<file path="src/hdl/gpd_pkg.sv">
package gpd_pkg;

  localparam int unsigned ByteW    = 8;
  localparam int unsigned WordW    = 16;
  localparam int unsigned PosW     = 3;
  localparam int unsigned PayloadN = 5;
  localparam int unsigned PayIdxW  = 3;

  localparam logic [ByteW-1:0] HdrByte  = 8'hFF;
  localparam logic [WordW-1:0] CsumBias = 16'hFFFF;

  localparam logic [PosW-1:0] PosHunt  = 3'd0;
  localparam logic [PosW-1:0] PosHdr2  = 3'd1;
  localparam logic [PosW-1:0] PosFirst = 3'd2;
  localparam logic [PosW-1:0] PosLast  = 3'd7;

  localparam logic StatusOk  = 1'b0;
  localparam logic StatusBad = 1'b1;

endpackage

</file>
<file path="src/hdl/gyro_packet_deframer.sv">
// gyro packet deframer
// input stream: one serial byte per transaction on s_axis_tdata
// packets are two 0xff header bytes, then rate, angle and checksum, each
// a little-endian 16-bit word; the checksum must equal 0xffff + rate + angle
// a wrong second header byte drops that byte and hunting restarts
// output stream: one transaction per packet, rate in tdata[15:0], angle in
// tdata[31:16], tuser = 1 on a checksum mismatch (values still delivered)
// the result register is loaded as the eighth byte is accepted
// throughput: one byte per cycle unless a full output register is stalled;
// framing and the 16-bit checksum add and compare feed the result register
// when the receiver stalls, a result waits in the output register and
// input is held off only while that register is full and not being taken
// reset clears the framing state to hunting and empties the output register
module gyro_packet_deframer
  import gpd_pkg::*;
(
  input  logic        clk_i,
  input  logic        rst_ni,
  input  logic        s_axis_tvalid,
  output logic        s_axis_tready,
  input  logic [7:0]  s_axis_tdata,   // [7:0] data_byte
  output logic        m_axis_tvalid,
  input  logic        m_axis_tready,
  output logic [31:0] m_axis_tdata,   // [15:0] rate_value, [31:16] angle_value
  output logic        m_axis_tuser    // [0] status
);

  logic [PosW-1:0]  pos_q, pos_d;
  logic [ByteW-1:0] held_q [PayloadN];
  logic             out_valid_q, out_valid_d;
  logic [WordW-1:0] rate_q, angle_q;
  logic             status_q;
  logic             in_acc;
  logic             last_byte;
  logic [WordW-1:0] rate_w, angle_w, got_w, expect_w;
  logic [PayIdxW-1:0] wr_idx;

  assign s_axis_tready = !out_valid_q || m_axis_tready;
  assign in_acc        = s_axis_tvalid && s_axis_tready;
  assign last_byte     = (pos_q == PosLast);
  assign wr_idx        = PayIdxW'(pos_q - PosFirst);

  assign rate_w   = {held_q[1], held_q[0]};
  assign angle_w  = {held_q[3], held_q[2]};
  assign got_w    = {s_axis_tdata, held_q[4]};
  assign expect_w = CsumBias + rate_w + angle_w;

  always_comb begin
    pos_d = pos_q;
    if (in_acc) begin
      if (pos_q == PosHunt) begin
        pos_d = (s_axis_tdata == HdrByte) ? PosHdr2 : PosHunt;
      end else if (pos_q == PosHdr2) begin
        pos_d = (s_axis_tdata == HdrByte) ? PosFirst : PosHunt;
      end else if (last_byte) begin
        pos_d = PosHunt;
      end else begin
        pos_d = pos_q + PosW'(1);
      end
    end
  end

  always_comb begin
    out_valid_d = out_valid_q;
    if (m_axis_tready) begin
      out_valid_d = 1'b0;
    end
    if (in_acc && last_byte) begin
      out_valid_d = 1'b1;
    end
  end

  always_ff @(posedge clk_i or negedge rst_ni) begin
    if (!rst_ni) begin
      pos_q       <= PosHunt;
      out_valid_q <= 1'b0;
    end else begin
      pos_q       <= pos_d;
      out_valid_q <= out_valid_d;
    end
  end

  always_ff @(posedge clk_i) begin
    if (in_acc && pos_q != PosHunt && pos_q != PosHdr2 && !last_byte) begin
      held_q[wr_idx] <= s_axis_tdata;
    end
    if (in_acc && last_byte) begin
      rate_q   <= rate_w;
      angle_q  <= angle_w;
      status_q <= (expect_w == got_w) ? StatusOk : StatusBad;
    end
  end

  assign m_axis_tvalid = out_valid_q;
  assign m_axis_tdata  = {angle_q, rate_q};
  assign m_axis_tuser  = status_q;

endmodule

</file>
<file path="config.mk">
export PLATFORM = sky130hd
export DESIGN_NAME = gyro_packet_deframer
export DESIGN_NICKNAME = d
export VERILOG_FILES = /design/src/hdl/gpd_pkg.sv /design/src/hdl/gyro_packet_deframer.sv
export SDC_FILE = /design/constraint.sdc
export NUM_CORES = 1
export LEC_CHECK = 0
export BUFFER_PORTS_ARGS = -buffer_cell sky130_fd_sc_hd__clkbuf_2
export CORE_MARGIN = 5
export CORE_UTILIZATION = 25
export CTS_BUF_LIST = sky130_fd_sc_hd__clkbuf_8 sky130_fd_sc_hd__clkbuf_16
export CTS_CLUSTER_DIAMETER = 30
export CTS_CLUSTER_SIZE = 14
export DETAILED_ROUTE_END_ITERATION = 7
export PLACE_DENSITY = 0.48
export SLEW_MARGIN = 0
export SYNTH_ARGS = -nofsm -noshare
export SYNTH_HDL_FRONTEND = slang
export SYNTH_SLANG_ARGS = --single-unit
</file>
<file path="constraint.sdc">
create_clock -name clk_i -period 6.8 [get_ports clk_i]
set_input_delay 0.34 -clock clk_i [delete_from_list [all_inputs] [get_ports clk_i]]
set_output_delay 0.34 -clock clk_i [all_outputs]
set_load 0.02 [all_outputs]
</file>
# Word-level counts from Yosys, hierarchy flattened
# Memories as Yosys holds them, arrays and structs flattened.
# Index checks and enable logic that the tools add are counted.
# totals
elab_cells	36
inputBits	12
memories	1
out_inout_bits	35
mem_bits_ro	0
latchBits	0
reg_bits	37
mem_bits_rw	40
# mem_list
name	depth	width	read_ports	rd_ports_with_merged_regs	wr	line_no	rtl
held_q	5	8	5	0	1	gyro_packet_deframer.sv:29	logic [ByteW-1:0] held_q [PayloadN];
# classes
n_div	0
shift	0
n_mux	10
n_bitwise	0
eq_ne	5
n_reduce_logical	11
mul	0
order_cmp	0
addsub	4
# op_table
op	n
$add 16x16->16	1
$add 16x16->16 const A	1
$eq 16x16->1	1
$mux 3	3
$eq 8x8->1 const B	1
$mux 1	6
$logic_and 1x1->1	5
$add 3x1->3 const B	1
$eq 3x1->1 const B	1
$eq 3x3->1 const B	1
$logic_not 3->1	1
$ne 3x1->1 const B	1
$reduce_bool 3->1	1
$sub 3x2->3 const B	1
$logic_not 1->1	2
$mux 2	1
$reduce_bool 2->1	1
$logic_or 1x1->1	1

# Depth between registers and ports, before layout
# logic_depth
word_depth	8
depth_mapped	12

# Worst setup path after synthesis
# Ideal clock, no wire load.
# synth_path
path_type	register -> register
start	memory held_q[3][1]
end	register status_q (netlist: m_axis_tuser), data pin
required_ns	6.531
stages_incl_launch_ff	12
synth_period_minus_slack_ns	2.961
path_buffers	0
slack_ns	3.839
setup_time_ns	0.269
t_arrival_ns	2.692
path_cell_list	edfxtp_1 inv_1 ha_1 inv_1 ha_1 a21oi_2 o21ai_0 a2111oi_2 nand4_1 or4b_1 nor4_1 nand4_1
# synth_lines
item	line_no	rtl
start: declaration	gyro_packet_deframer.sv:29	
end signal: assignment	gyro_packet_deframer.sv:90	status_q <= (expect_w == got_w) ? StatusOk : StatusBad;
end: declaration	gyro_packet_deframer.sv:32	logic status_q;

==> key figures <==
Worst setup path
  • Critical Path Stages: 11
  • Crit path max fanout: 6
  • Reg2reg start: held_q[3][1]
  • CP arrival: between 3000 and 4000 ps
  • Setup crit end kind: flop
  • Max incr delay on CP: roughly 540 ps
  • Worst r2r path cells: 11
  • Critical path cell sequence: inv_1 > ha_1 > inv_1 > ha_1 > a21oi_2 > o21ai_0 > a2111oi_2 > nand4_1 > or4b_1 > nor4_1 > nand4_1
  • Reg2reg setup slack: roughly 3400 ps
  • CP endpoint: m_axis_tuser
  • CP top delay family: simple AND/OR/NAND/NOR gates
  • CP Buf/Inv Count: 2
  • CP Launch Point: held_q[3][1]
  • Crit path launch type: flop
  • Crit path max-delay cell type: or4b_1
  • Reg-to-Reg End: m_axis_tuser
  • Crit path kind: reg -> reg
  • CP required: 6880 ps

Synth
  • Area fraction in compound gates after synthesis: roughly 8.0%
  • Cell taking the most area after synthesis: edfxtp_1
  • Largest family of logic cells by synthesized area: adder cells
  • FFs w/ async S/R, synth: between 5 and 6%
  • Post-Synth Adder-Cell Area: a little under an eighth
  • Top cells by area, synth: edfxtp_1, ha_1, inv_1
  • Post-Synth Simple-Gate Area: 8.18%
  • Syn_nets: between 300 and 400
  • Post-synthesis mux area share: less than 1%
  • Most used DFF post-synth: edfxtp_1
  • XOR/XNOR Fraction of Synth Area: 6.10%
  • Syn Area/Cell: 12.5 um^2
  • Ys Warns: 0
  • Flops & latches, synth: 77
  • Yosys top cell area share: roughly 57%
  • Netlist cell types: 48
  • Number of flops mapped to enable cells by yosys: between 70 and 80
  • Mapped cell area: between 3000 and 4000 um^2
  • Post-synthesis sequential area ratio: 59.7%
  • Cell count after synthesis: between 300 and 400

Floorplan
  • Initial Utilization: between 20% and 30%
  • Die X: between 100 and 150 um
  • Die Height: approximately 130 um
  • Die Area: 17900 um^2
  • I/O Pins: 47
  • Core area: between 15000 and 20000 um^2
  • Std cell rows: 45

CTS
  • CTS Buf Count: 9
  • CTS clk-pin slew, worst paths: roughly 60 ps
  • Htree depth: 3
  • Clock Sinks: 77
  • Clock root cell: clkbuf_16
  • CTS tree: yes
  • Clk_lat worst skew: 340 ps
  • PostCTS Resize Cnt: 0
  • # Post-CTS Setup Buffers: 0
  • CTS Buffer Depth: 2

Status
  • Status: finished clean

Final layout
  • Synth-to-Final Area Change: 19.8%
  • Post-layout util: 30.4%
  • Commonest non-fill, non-tap cell in the layout: edfxtp_1
  • N_diodes: 0
  • Share of cells above drive strength 1: between 10% and 20%
  • Finished Layout Cells: 560
  • Most frequent cells in the layout: edfxtp_1, inv_1, clkbuf_2
  • Nets: 414

Detailed routing
  • DRC violations left: 0
  • Via count: about 2500
  • Average routed wire per standard cell: between 15 and 20 um
  • Via density: 4.40
  • Post-DRT Antenna Nets: 0
  • Drt first-iter violations: 136
  • Wirelength, routed: about 8700 um
  • First-pass DRT Iterations: 4

GRT
  • M1 GR Usage: 12.2%
  • Met3 usage: under 10%
  • GRT busiest layer: met2
  • Met2 global-route usage: between 10% and 20%
  • GRT Total Usage: ~10%
  • Congestion Overflow GR: 0
  • Initial antenna violation count: 0
  • Vias in the first global route: 2518
  • Global-route wire length before repair: approximately 14000 um
  • Largest net degree at the start of global routing: 34

Placement
  • GPL Wtd Cong: roughly 0.85
  • Dpl ws: roughly 3400 ps
  • # port buffers: 46
  • Number of instances in the placed design: around 540
  • Dpl hpwl: roughly 6400 um

Timing
  • Setup Skew: approximately 2.6 ps
  • Max Fclk: between 200 and 300 MHz
  • Max Slew Vio Count: 0
  • Unrepaired setup endpoints after global routing: false
  • Crit path time final: about 3400 ps
  • Slew Limit Headroom: roughly 65%
  • Final worst-path cycle share: roughly half
  • Worst slew pin tran: ~520 ps
  • Setup ws final: 3440 ps
  • Final Setup Violations: 0
  • Setup_tns: 0 ps
  • Final Hold Fails: 0

Pwr
  • Leakage: between 1.5 and 2 nW
  • Max VDD drop: approximately 0.11 mV
  • PwrDens: 249 nW/um^2

Hold path
  • Hold crit path type: in -> reg

Job
  • Max Cap Viol: 0
-- tightest hold or removal path: stages --
cell	delay, ps
clkbuf_2	90
nand3_1	100
nand2_1	60
-- cell type report --
cell class | count | area (um^2)
sequential | 77 | 2290
inverter | 63 | 236
clock inverter | 6 | 23.8
multi-input combinational | 166 | 1310
fill | 1531 | 10500
clock buffer | 9 | 225
tap | 188 | 235
timing repair buffer | 51 | 270
-- routing by layer --
layer	wire length [um]	up-vias
met1	3760	1183
met3	486	15
met4	194	0
li1	-	1198
met5	0	-
met2	4240	69
-- through the flow --
stage                     instance area (um^2)  hold WS (ps)  power, W
final                                     4600           290   0.00114
after global routing                      4600           311   0.00120
after CTS                                 4600           272   0.00116
after detailed placement                  4340           152  0.000736
after global placement                    4340           155  0.000737
after floorplan                           3840          44.4  0.000683
-- report_power, final --
| part | total [W] | switching (W) | internal (W) |
|---|---|---|---|
| logic | 0.000174 | 0.000103 | 0.0000709 |
| clock network | 0.000416 | 0.000179 | 0.000238 |
| registers | 0.000554 | 0.0000169 | 0.000537 |
| total | 0.00114 | 0.000299 | 0.000845 |
-- worst min path at each step --
stage | slack, ps | cells past startpoint | endpoint | start
3_3_place_gp | 150 | 1 | m_axis_tvalid | rst_ni
6_report | 290 | 3 | m_axis_tvalid | s_axis_tvalid
5_1_grt | 310 | 3 | m_axis_tvalid | s_axis_tvalid
3_5_place_dp | 150 | 1 | m_axis_tvalid | rst_ni
4_1_cts | 270 | 3 | m_axis_tvalid | s_axis_tvalid
2_1_floorplan | 40 | 0 | m_axis_tvalid | rst_ni
-- flip-flops by register name, summed over array words and instances, names as in the netlist --
signal and cells:
angle_q 16, held_q 40, m_axis_tuser 1, m_axis_tvalid 1, pos_q 3, rate_q 16
-- repair_timing --
item | in CTS | in global routing
hold buffers | 1 | 0
hold endpoints to repair | 4 | 0
setup endpoints to repair | 0 | 0
-- cells by family after synthesis --
kind of cell | Yosys count
DFF | 77
buffers and inverters | 65
and+or+nand+nor | 59
AOI/OAI and AO/OA | 47
adders and majority gates | 34
xor gates and xnor gates | 25
muxes | 1
-- cell usage after synthesis, types with 3 or more instances --
cell type / number
xnor2_1: 15
o21ai_0: 12
dfrtp_1: 4
a31oi_1: 3
o21a_1: 3
edfxtp_1: 73
nand3_1: 6
nor4_1: 3
nand2_1: 18
a21oi_1: 13
xor2_1: 8
inv_1: 63
ha_1: 33
nor2_1: 12
Note: power is estimated with default switching activity, not from simulation.
